===== config.mk =====
export PLATFORM = sky130hd
export DESIGN_NAME = bitmap_contiguous_page_allocator_top
export DESIGN_NICKNAME = d
export VERILOG_FILES = /design/src/rtl/bcpa_pkg.sv /design/src/rtl/bcpa_ram.sv /design/src/rtl/bcpa_cfg.sv /design/src/rtl/bcpa_ctrl.sv /design/src/rtl/bitmap_contiguous_page_allocator_top.sv
export SDC_FILE = /design/constraint.sdc
export NUM_CORES = 1
export LEC_CHECK = 0
export ABC_AREA = 1
export BUFFER_PORTS_ARGS = -buffer_cell sky130_fd_sc_hd__buf_2
export CORE_MARGIN = 5
export CORE_UTILIZATION = 55
export CTS_BUF_LIST = sky130_fd_sc_hd__clkbuf_4
export DETAILED_ROUTE_END_ITERATION = 12
export GPL_ROUTABILITY_DRIVEN = 1
export PLACE_DENSITY = 0.72
export SLEW_MARGIN = 5
export SYNTH_ARGS = -nofsm -noshare
export SYNTH_HDL_FRONTEND = slang
export SYNTH_HIERARCHICAL = 1
export SYNTH_SLANG_ARGS = --single-unit
export TNS_END_PERCENT = 1

===== constraint.sdc =====
create_clock -name i_clk -period 11.8 [get_ports i_clk]
set_input_delay 0 -clock i_clk [delete_from_list [all_inputs] [get_ports i_clk]]
set_output_delay 0 -clock i_clk [all_outputs]
set_load 0.02 [all_outputs]

===== src/rtl/bcpa_pkg.sv =====
// Shared types, constants and helpers for the bitmap contiguous page allocator.
`default_nettype none
package bcpa_pkg;

    // Arena geometry: pages are kept in bitmap words of WORD_W bits.
    localparam int PAGES  = 128;
    localparam int WORD_W = 32;
    localparam int WBITS  = $clog2(WORD_W);
    localparam int NWORDS = PAGES / WORD_W;
    localparam int WA     = (NWORDS > 1) ? $clog2(NWORDS) : 1;
    // Page position width, wide enough to hold PAGES itself.
    localparam int PB     = $clog2(PAGES) + 1;
    // Pages examined per search cycle.
    localparam int CHUNK  = 8;
    localparam int CBITS  = $clog2(CHUNK);

    // Action codes; the last one is reserved and rejected.
    localparam logic [1:0] ACT_ALLOC  = 2'd0;
    localparam logic [1:0] ACT_FREE   = 2'd1;
    localparam logic [1:0] ACT_DECOM  = 2'd2;
    localparam logic [1:0] ACT_RSVD   = 2'd3;

    // Status codes.
    localparam logic [1:0] ST_OK    = 2'd0;
    localparam logic [1:0] ST_NOFIT = 2'd1;
    localparam logic [1:0] ST_BAD   = 2'd2;

    // Configuration register index.
    localparam logic REG_SPREAD = 1'b0;

    typedef struct packed {
        logic [1:0] action;
        logic [7:0] page_count;
        logic [6:0] page_index;
    } t_cmd;

    typedef struct packed {
        logic [1:0] status;
        logic [6:0] start_page;
        logic       needs_commit;
        logic       any_decommitted;
        logic       arena_in_use;
    } t_result;

    typedef enum logic [2:0] {
        S_IDLE,
        S_SSTART,
        S_SRD,
        S_SLD,
        S_SCHK,
        S_PRD,
        S_PEX,
        S_DONE
    } t_state;

    typedef enum logic [2:0] {
        P_MARK,
        P_CHECK,
        P_CLEAR,
        P_DECOM,
        P_ANY
    } t_pass;

    // Bitmap word that holds a page.
    function automatic logic [WA-1:0] word_of(input logic [PB-1:0] page);
        word_of = WA'(page >> WBITS);
    endfunction

    // Bits of word w that fall inside the page range lo..hi.
    function automatic logic [WORD_W-1:0] range_mask(input logic [WA-1:0] w,
                                                     input logic [PB-1:0] lo,
                                                     input logic [PB-1:0] hi);
        logic [WORD_W-1:0] m;
        int                pg;
        m = '0;
        for (int b = 0; b < WORD_W; b++) begin
            pg = int'(w) * WORD_W + b;
            m[b] = (pg >= int'(lo)) && (pg <= int'(hi));
        end
        range_mask = m;
    endfunction

endpackage
`default_nettype wire


===== src/rtl/bcpa_ram.sv =====
// Generic single-port-write, registered-read RAM.
`default_nettype none
module bcpa_ram #(
    parameter int W = 32,
    parameter int D = 4
) (
    input  wire logic                                i_clk,
    input  wire logic                                i_we,
    input  wire logic [((D > 1) ? $clog2(D) : 1)-1:0] i_waddr,
    input  wire logic [W-1:0]                        i_wdata,
    input  wire logic [((D > 1) ? $clog2(D) : 1)-1:0] i_raddr,
    output logic      [W-1:0]                        o_rdata
);
    logic [W-1:0] r_mem [D];

    // Write port and registered read port.
    always_ff @(posedge i_clk) begin
        if (i_we) begin
            r_mem[i_waddr] <= i_wdata;
        end
        o_rdata <= r_mem[i_raddr];
    end
endmodule
`default_nettype wire


===== src/rtl/bcpa_cfg.sv =====
// APB configuration register block holding the spread mode bit.
`default_nettype none
module bcpa_cfg import bcpa_pkg::*; (
    input  wire logic        i_clk,
    input  wire logic        i_rst_n,
    input  wire logic        psel,
    input  wire logic        penable,
    input  wire logic        pwrite,
    input  wire logic [2:0]  paddr,
    input  wire logic [31:0] pwdata,
    output logic      [31:0] prdata,
    output logic             pready,
    output logic             o_spread
);
    logic r_spread;
    logic w_wr;

    // A transaction writes on the access cycle.
    assign w_wr   = psel && penable && pwrite;
    assign pready = 1'b1;

    always_ff @(posedge i_clk) begin
        if (!i_rst_n) begin
            r_spread <= 1'b0;
        end else if (w_wr && (paddr[2] == REG_SPREAD)) begin
            r_spread <= pwdata[0];
        end
    end

    // Read data; the low address bits select a byte and are ignored.
    assign prdata   = (paddr[2] == REG_SPREAD) ? {31'b0, r_spread} : 32'b0;
    assign o_spread = r_spread;
endmodule
`default_nettype wire


===== src/rtl/bcpa_ctrl.sv =====
// Sequencer that searches and updates the used and committed bitmaps.
`default_nettype none
module bcpa_ctrl import bcpa_pkg::*; (
    input  wire logic       i_clk,
    input  wire logic       i_rst_n,
    input  wire logic       i_spread,
    input  wire logic       i_start,
    input  wire t_cmd       i_cmd,
    output logic            o_busy,
    output logic            o_done,
    output t_result         o_result
);
    // Bitmap memories.
    logic              w_we;
    logic [WA-1:0]     w_raddr;
    logic [WORD_W-1:0] w_used_wd, w_comm_wd, w_used_rd, w_comm_rd;
    logic [WA-1:0]     r_w, n_w;

    bcpa_ram #(.W(WORD_W), .D(NWORDS)) u_used (
        .i_clk(i_clk), .i_we(w_we), .i_waddr(r_w), .i_wdata(w_used_wd),
        .i_raddr(w_raddr), .o_rdata(w_used_rd)
    );
    bcpa_ram #(.W(WORD_W), .D(NWORDS)) u_comm (
        .i_clk(i_clk), .i_we(w_we), .i_waddr(r_w), .i_wdata(w_comm_wd),
        .i_raddr(w_raddr), .o_rdata(w_comm_rd)
    );

    t_state            r_state, n_state;
    t_pass             r_pass, n_pass;
    logic [1:0]        r_action, n_action;
    logic [7:0]        r_count, n_count;
    logic [PB-1:0]     r_ns, n_ns;
    logic              r_second, n_second;
    logic [PB-1:0]     r_p, n_p;
    logic [PB-1:0]     r_last, n_last;
    logic [7:0]        r_run, n_run;
    logic [WORD_W-1:0] r_word, n_word;
    logic [WA-1:0]     r_wlast, n_wlast;
    logic [PB-1:0]     r_lo, n_lo;
    logic [PB-1:0]     r_hi, n_hi;
    logic [1:0]        r_status, n_status;
    logic              r_ok_alloc, n_ok_alloc;
    logic              r_need, n_need;
    logic              r_dec, n_dec;
    logic              r_any, n_any;
    logic              r_bad, n_bad;
    logic [NWORDS-1:0] r_vld, n_vld;

    // Control and state registers.
    always_ff @(posedge i_clk) begin
        if (!i_rst_n) begin
            r_state <= S_IDLE;
            r_ns    <= '0;
            r_vld   <= '0;
        end else begin
            r_state <= n_state;
            r_ns    <= n_ns;
            r_vld   <= n_vld;
        end
    end

    // Per-request working registers.
    always_ff @(posedge i_clk) begin
        r_pass     <= n_pass;
        r_action   <= n_action;
        r_count    <= n_count;
        r_second   <= n_second;
        r_p        <= n_p;
        r_last     <= n_last;
        r_run      <= n_run;
        r_word     <= n_word;
        r_w        <= n_w;
        r_wlast    <= n_wlast;
        r_lo       <= n_lo;
        r_hi       <= n_hi;
        r_status   <= n_status;
        r_ok_alloc <= n_ok_alloc;
        r_need     <= n_need;
        r_dec      <= n_dec;
        r_any      <= n_any;
        r_bad      <= n_bad;
    end

    // Next state, memory access and result tracking.
    always_comb begin
        logic [WORD_W-1:0] ru, rc, m;
        logic [PB-1:0]     base, idx, s_found, p_next;
        logic [7:0]        run;
        logic              found;
        logic [PB+1:0]     lim, fend;

        ru = r_vld[r_w] ? w_used_rd : '0;
        rc = r_vld[r_w] ? w_comm_rd : '0;
        m  = range_mask(r_w, r_lo, r_hi);
        base = {r_p[PB-1:CBITS], CBITS'(0)};
        idx = '0; s_found = '0; run = r_run; found = 1'b0;
        p_next = base + PB'(CHUNK);
        lim  = (PB+2)'(r_ns) + (PB+2)'(r_count) - (PB+2)'(1);
        fend = (PB+2)'(i_cmd.page_index) + (PB+2)'(i_cmd.page_count);

        n_state = r_state; n_pass = r_pass; n_action = r_action; n_count = r_count;
        n_ns = r_ns; n_second = r_second; n_p = r_p; n_last = r_last; n_run = r_run;
        n_word = r_word; n_w = r_w; n_wlast = r_wlast; n_lo = r_lo; n_hi = r_hi;
        n_status = r_status; n_ok_alloc = r_ok_alloc; n_need = r_need; n_dec = r_dec;
        n_any = r_any; n_bad = r_bad; n_vld = r_vld;
        w_we = 1'b0; w_raddr = r_w; w_used_wd = ru; w_comm_wd = rc;

        unique case (r_state)
            S_IDLE: begin
                if (i_start) begin
                    n_action = i_cmd.action; n_count = i_cmd.page_count;
                    n_status = ST_OK; n_ok_alloc = 1'b0; n_need = 1'b0;
                    n_dec = 1'b0; n_any = 1'b0; n_bad = 1'b0; n_second = 1'b0;
                    n_run = '0;
                    // Default path: report an error after the occupancy scan.
                    n_status = ST_BAD; n_pass = P_ANY; n_w = '0;
                    n_wlast = WA'(NWORDS - 1); n_state = S_PRD;
                    case (i_cmd.action)
                        ACT_ALLOC: begin
                            if (i_cmd.page_count != '0) begin
                                n_status = ST_OK;
                                n_p      = i_spread ? r_ns : '0;
                                n_last   = PB'(PAGES - 1);
                                n_second = !i_spread;
                                n_state  = S_SSTART;
                            end
                        end
                        ACT_FREE: begin
                            if (i_cmd.page_count != '0 && fend <= (PB+2)'(PAGES)) begin
                                n_status = ST_OK;
                                n_lo     = PB'(i_cmd.page_index);
                                n_hi     = PB'(fend - (PB+2)'(1));
                                n_w      = word_of(PB'(i_cmd.page_index));
                                n_wlast  = word_of(PB'(fend - (PB+2)'(1)));
                                n_pass   = P_CHECK;
                            end
                        end
                        ACT_DECOM: begin
                            n_status = ST_OK;
                            n_pass   = P_DECOM;
                        end
                        default: ;
                    endcase
                end
            end
            S_SSTART: begin
                n_run = '0;
                if (r_p > r_last) begin
                    // Empty window: retry from zero or give up.
                    if (!r_second) begin
                        n_second = 1'b1; n_p = '0;
                        n_last = (lim > (PB+2)'(PAGES - 1)) ? PB'(PAGES - 1) : PB'(lim);
                    end else begin
                        n_status = ST_NOFIT; n_pass = P_ANY; n_w = '0;
                        n_wlast = WA'(NWORDS - 1); n_state = S_PRD;
                    end
                end else begin
                    n_state = S_SRD;
                end
            end
            S_SRD: begin
                w_raddr = word_of(r_p);
                n_w     = word_of(r_p);
                n_state = S_SLD;
            end
            S_SLD: begin
                n_word  = ru;
                n_state = S_SCHK;
            end
            S_SCHK: begin
                // Walk one chunk of pages, extending the free run.
                for (int j = 0; j < CHUNK; j++) begin
                    idx = base + PB'(j);
                    if (!found && idx >= r_p && idx <= r_last) begin
                        if (r_word[idx[WBITS-1:0]]) begin
                            run = '0;
                        end else begin
                            run = run + 8'd1;
                            if (run == r_count) begin
                                found = 1'b1;
                                s_found = idx + PB'(1) - PB'(r_count);
                            end
                        end
                    end
                end
                n_run = run;
                if (found) begin
                    n_ok_alloc = 1'b1;
                    n_lo = s_found;
                    n_hi = s_found + PB'(r_count) - PB'(1);
                    n_ns = s_found + PB'(r_count);
                    n_w = word_of(s_found);
                    n_wlast = word_of(s_found + PB'(r_count) - PB'(1));
                    n_pass = P_MARK; n_state = S_PRD;
                end else if (base + PB'(CHUNK - 1) >= r_last) begin
                    n_p = r_last + PB'(1);
                    n_state = S_SSTART;
                end else begin
                    n_p = p_next;
                    n_state = (p_next[WBITS-1:0] == '0) ? S_SRD : S_SCHK;
                end
            end
            S_PRD: begin
                n_state = S_PEX;
            end
            S_PEX: begin
                case (r_pass)
                    P_MARK: begin
                        w_we = 1'b1; w_used_wd = ru | m; w_comm_wd = rc | m;
                        n_need = r_need | (|(m & ~rc));
                    end
                    P_CHECK: n_bad = r_bad | ((ru & m) != m);
                    P_CLEAR: begin
                        w_we = 1'b1; w_used_wd = ru & ~m;
                    end
                    P_DECOM: begin
                        w_we = 1'b1; w_comm_wd = rc & ru;
                        n_dec = r_dec | (|(rc & ~ru));
                    end
                    default: n_any = r_any | (|ru);
                endcase
                if (w_we) n_vld[r_w] = 1'b1;
                n_state = S_PRD;
                if (r_w == r_wlast) begin
                    n_w = '0; n_wlast = WA'(NWORDS - 1); n_pass = P_ANY;
                    case (r_pass)
                        P_CHECK: begin
                            if (n_bad) begin
                                n_status = ST_BAD;
                            end else begin
                                n_pass = P_CLEAR; n_w = word_of(r_lo);
                                n_wlast = word_of(r_hi);
                            end
                        end
                        P_ANY: n_state = S_DONE;
                        default: ;
                    endcase
                end else begin
                    n_w = r_w + WA'(1);
                end
            end
            S_DONE: n_state = S_IDLE;
            default: n_state = S_IDLE;
        endcase
    end

    assign o_busy = (r_state != S_IDLE);
    assign o_done = (r_state == S_DONE);
    assign o_result.status          = r_status;
    assign o_result.start_page      = r_ok_alloc ? r_lo[6:0] : 7'd0;
    assign o_result.needs_commit    = r_ok_alloc & r_need;
    assign o_result.any_decommitted = r_dec;
    assign o_result.arena_in_use    = r_any;

    // A request ends with exactly one result cycle, then the block is free.
    a_done_once: assert property (@(posedge i_clk) disable iff (!i_rst_n)
        o_done |=> !o_done && !o_busy) else $error("result not single cycle");
    // Bitmap writes happen only in the execute step of a pass.
    a_we_pex: assert property (@(posedge i_clk) disable iff (!i_rst_n)
        w_we |-> r_state == S_PEX) else $error("stray bitmap write");
    // A successful allocation always reports status ok.
    a_alloc_ok: assert property (@(posedge i_clk) disable iff (!i_rst_n)
        (o_done && r_ok_alloc) |-> r_status == ST_OK) else $error("alloc status");
endmodule
`default_nettype wire


===== src/rtl/bitmap_contiguous_page_allocator_top.sv =====
// Top level of the bitmap contiguous page allocator.
//
//  Channel   Ports                                   Transaction
//  command   start, busy, i_cmd                      start && !busy
//  result    o_done, o_result                        o_done, one cycle
//  config    psel penable pwrite paddr pwdata        psel && penable && pwrite
//            prdata pready
//
// An allocate searches bitmap words, marks the found run and ends with an
// occupancy scan; the search handles eight pages per cycle through the
// used-bitmap read port, pausing to read each new word. Free and decommit
// visit their words before the scan. Reset clears the sequencer and
// the per-word valid bits, so both bitmaps read as clear at once. The result
// is shown for one cycle and cannot be stalled; busy stays high until then.
`default_nettype none
module bitmap_contiguous_page_allocator_top import bcpa_pkg::*; (
    input  wire logic        i_clk,
    input  wire logic        i_rst_n,
    input  wire logic        start,
    output logic             busy,
    input  wire t_cmd        i_cmd,
    output logic             o_done,
    output t_result          o_result,
    input  wire logic        psel,
    input  wire logic        penable,
    input  wire logic        pwrite,
    input  wire logic [2:0]  paddr,
    input  wire logic [31:0] pwdata,
    output logic      [31:0] prdata,
    output logic             pready
);
    logic w_spread;

    bcpa_cfg u_cfg (
        .i_clk(i_clk), .i_rst_n(i_rst_n), .psel(psel), .penable(penable),
        .pwrite(pwrite), .paddr(paddr), .pwdata(pwdata), .prdata(prdata),
        .pready(pready), .o_spread(w_spread)
    );

    bcpa_ctrl u_ctrl (
        .i_clk(i_clk), .i_rst_n(i_rst_n), .i_spread(w_spread), .i_start(start),
        .i_cmd(i_cmd), .o_busy(busy), .o_done(o_done), .o_result(o_result)
    );
endmodule
`default_nettype wire


==> flow_summary.json <==
{
  "final-setup-viol-count": 0,
  "finalWorstSetupSlack_ns": 1.04,
  "worstSetupStartpoint": "u_ctrl/r_p[6]",
  "ys_seq_area_share_pct": 43.4,
  "ys.flop_type": "edfxtp_1",
  "power_density_mw_per_mm2": 294,
  "finalHoldViolations": 0,
  "max_freq_mhz": 93.0,
  "slew_viol_final": 0,
  "drive_gt1_share_pct": 10.5,
  "synth_area_leader_cell": "edfxtp_1",
  "yosys_warnings": 6,
  "synthDominantCellAreaShare_pct": 37.7,
  "critical_path_class": "reg -> reg",
  "grt_pass1_wl_mm": 126,
  "path_max_fanout": 14,
  "max_stage_delay_ns": 0.52,
  "cts_tree": "built",
  "root_buffer": "clkbuf_4",
  "multi_input_area_mm2": 0.0125,
  "period_needed_ns": 10.76,
  "path_common_cell": "nand2_1",
  "die_y_um": 236,
  "drtIter0Drc": 2962,
  "nNetsFinal": 3901,
  "clock_sink_count": 431,
  "drcViolationCount": 0,
  "ys_seq_elements": 431,
  "dr_total_vias": 24900,
  "clock_latency_ns": 0.86,
  "critical_path_required_ns": 12.41,
  "antenna_found_initial": 2,
  "cap_violations": 0,
  "grt_overflow": 0,
  "post-dp-hpwl_mm": 58.2,
  "track_usage_pct": 28.5,
  "ys_async_sr_fraction_pct": 0,
  "synth.distinct_cells": 69,
  "area_delta_synth_final_pct": 8.93,
  "routed_wirelength_mm": 82.0,
  "path_buf_inv": 6,
  "finClkSkew_ns": 0.0911,
  "synth_area_leaders": "edfxtp_1 (38%), nand2_1 (13%), inv_1 (8.9%)",
  "crit_slowest_cell": "edfxtp_1",
  "io_buffers": 39,
  "place.gp.congestion": 1.06,
  "vias_per_cell": 5.52,
  "firstDrtPassIters": 6,
  "crit-reg2reg-launch": "u_ctrl/r_p[6]",
  "cts_buffer_depth": 3,
  "status": "complete, no violations",
  "wire_per_inst_um": 18.2,
  "rows": 82,
  "clk_pin_slew_ns": 0.07,
  "holdWs_ns": 0.172,
  "start_kind": "flop",
  "syn_avg_cell_area_um2": 7.71,
  "cts_made_buffers": 102,
  "ant_nets": 0,
  "end_kind": "flop",
  "grt_pass1_vias": 22600,
  "worstPathArrival_ns": 11.36,
  "synthCells": 3628,
  "nFillCells": 4498,
  "core-area_mm2": 0.0503,
  "synth_area_mm2": 0.0280,
  "die_w_um": 236,
  "worstHoldStart": "i_cmd[5]",
  "start_util_pct": 55.6,
  "synth_edf_count": 351,
  "relSlewSlack_pct": 24.9,
  "die-area_mm2": 0.0555,
  "post-route-period-util_pct": 91.2,
  "p_leak_uw": 0.0146,
  "grt_max_degree": 70,
  "regArea_mm2": 0.0121,
  "ir_drop_mv": 0.188,
  "htreeDepth": 3,
  "dp_slack_ns": 0.762,
  "critPathTopFamily": "simple AND/OR/NAND/NOR gates",
  "hold_class": "in -> reg",
  "worst-slew-pin-transition_ns": 1.12,
  "num_io_pins": 105
}
[worst register-to-register path, delay by kind of cell, from the launching register on]
kind	cells	cell delay, ns
simple gates	48	5.93
xor+xnor	4	0.74
fa+ha+maj	6	2.03
flops	1	0.52
buf+inv	6	0.47
compound gates	6	0.82
[flip-flops by register name (all words and copies together) (netlist names), 3 cells and up]
| register | cells |
|---|---|
| u_ctrl/u_comm/r_mem | 128 |
| u_ctrl/r_last | 8 |
| u_ctrl/r_run | 8 |
| u_ctrl/r_ns | 8 |
| u_ctrl/r_p | 8 |
| u_ctrl/r_word | 32 |
| u_ctrl/r_vld | 4 |
| u_ctrl/u_used/r_mem | 128 |
| u_ctrl/r_pass | 3 |
| u_ctrl/r_state | 3 |
| u_ctrl/r_count | 8 |
| u_ctrl/r_hi | 8 |
| u_ctrl/u_comm/o_rdata | 32 |
| u_ctrl/r_lo | 8 |
| u_ctrl/u_used/o_rdata | 32 |
[what timing repair did]
action                     in CTS  in global routing
setup endpoints to repair       0                 10
setup buffers                   0                  3
hold endpoints to repair       72                  0
gates resized for setup         0                  6
hold buffers                   44                  0
[per-layer routing]
layer | part of all wire (%) | global-route usage (%) | vias to the layer above
li1 | - | - | 12100
met1 | 40 | 37.2 | 11300
met2 | 46 | 46.3 | 1216
met3 | 8.5 | 4.26 | 254
met4 | 5.8 | 15.0 | 2
met5 | 0.016 | 0 | -
[final cells by class]
| cell class | count | share of cell area [%] |
|---|---|---|
| Timing Repair Buffer | 127 | 3.17 |
| Multi-Input combinational cell | 2394 | 41.2 |
| Clock buffer | 153 | 3.77 |
| Tap cell | 672 | 2.76 |
| Inverter | 695 | 8.56 |
| Clock inverter | 35 | 0.731 |
| Sequential cell | 431 | 39.8 |
| Antenna cell | 1 | 0.00821 |
[Yosys cell counts (all sizes together), types with 11 or more instances]
| cell type | number |
|---|---|
| dfxtp | 80 |
| a21oi | 109 |
| nand4 | 60 |
| ha | 85 |
| clkinv | 11 |
| nand2 | 985 |
| o21ai | 233 |
| clkbuf | 36 |
| xnor2 | 12 |
| nor3 | 31 |
| a31oi | 27 |
| buf | 102 |
| nor4 | 16 |
| nand3 | 324 |
| inv | 684 |
| edfxtp | 351 |
| xor2 | 62 |
| o22ai | 70 |
| nor2 | 249 |
[kinds of logic after synthesis]
logic type                 share of synthesized area [%]
and+or+nand+nor                                     26.6
buffers and inverters                               12.6
AOI/OAI and AO/OA                                   10.6
DFF                                                 43.4
adders and majority gates                           4.30
xor gates and xnor gates                            2.32
muxes                                              0.179
other                                             0.0403
[path summary, 6_finish.rpt]
kind	endpoint	slack, ns	cells past startpoint
max reg2reg	u_ctrl/r_wlast[1]	1.04	70
max	u_ctrl/r_wlast[1]	1.04	70
min reg2reg	u_ctrl/r_vld[1]	0.45	2
min	u_ctrl/r_w[0]	0.17	4
[per-stage QoR]
step / instances / setup TNS [ns] / utilization (%) / power [uW] / instance area (um2)
after floorplan: 3658 / 0 / - / 6230 / 28100
after global placement: 4272 / 0 / 56.9 / 7510 / 28600
after detailed placement: 4272 / 0 / 56.9 / 7550 / 28600
after CTS: 4504 / 0 / 60.5 / 8830 / 30400
after global routing: 4508 / -0.0312 / 60.6 / 9660 / 30500
final: 4508 / 0 / 60.6 / 8960 / 30500
[cells in the final DEF, fill, tap and decap left out, types with 20 or more instances in the layout]
cell type	count
o21ai_1	23
xor2_1	61
inv_2	23
o22ai_1	70
buf_2	39
nand2_2	41
conb_1	33
buf_4	44
nor3_1	20
dlygate4sd3_1	44
nand4_1	57
nor2_1	218
inv_1	662
o21ai_0	200
a31oi_1	27
nand3_1	308
ha_1	85
dfxtp_1	80
clkbuf_4	153
edfxtp_1	351
a21oi_1	109
nand2_1	935
clkinv_1	35
[report_power, final]
part / switching [uW] / internal (uW) / leakage [uW]
sequential: 242 / 2030 / 0.00390
combinational: 3850 / 1590 / 0.00990
clock: 580 / 660 / 0.000816
total: 4680 / 4280 / 0.0146
Power figures use the tool's default switching activity.
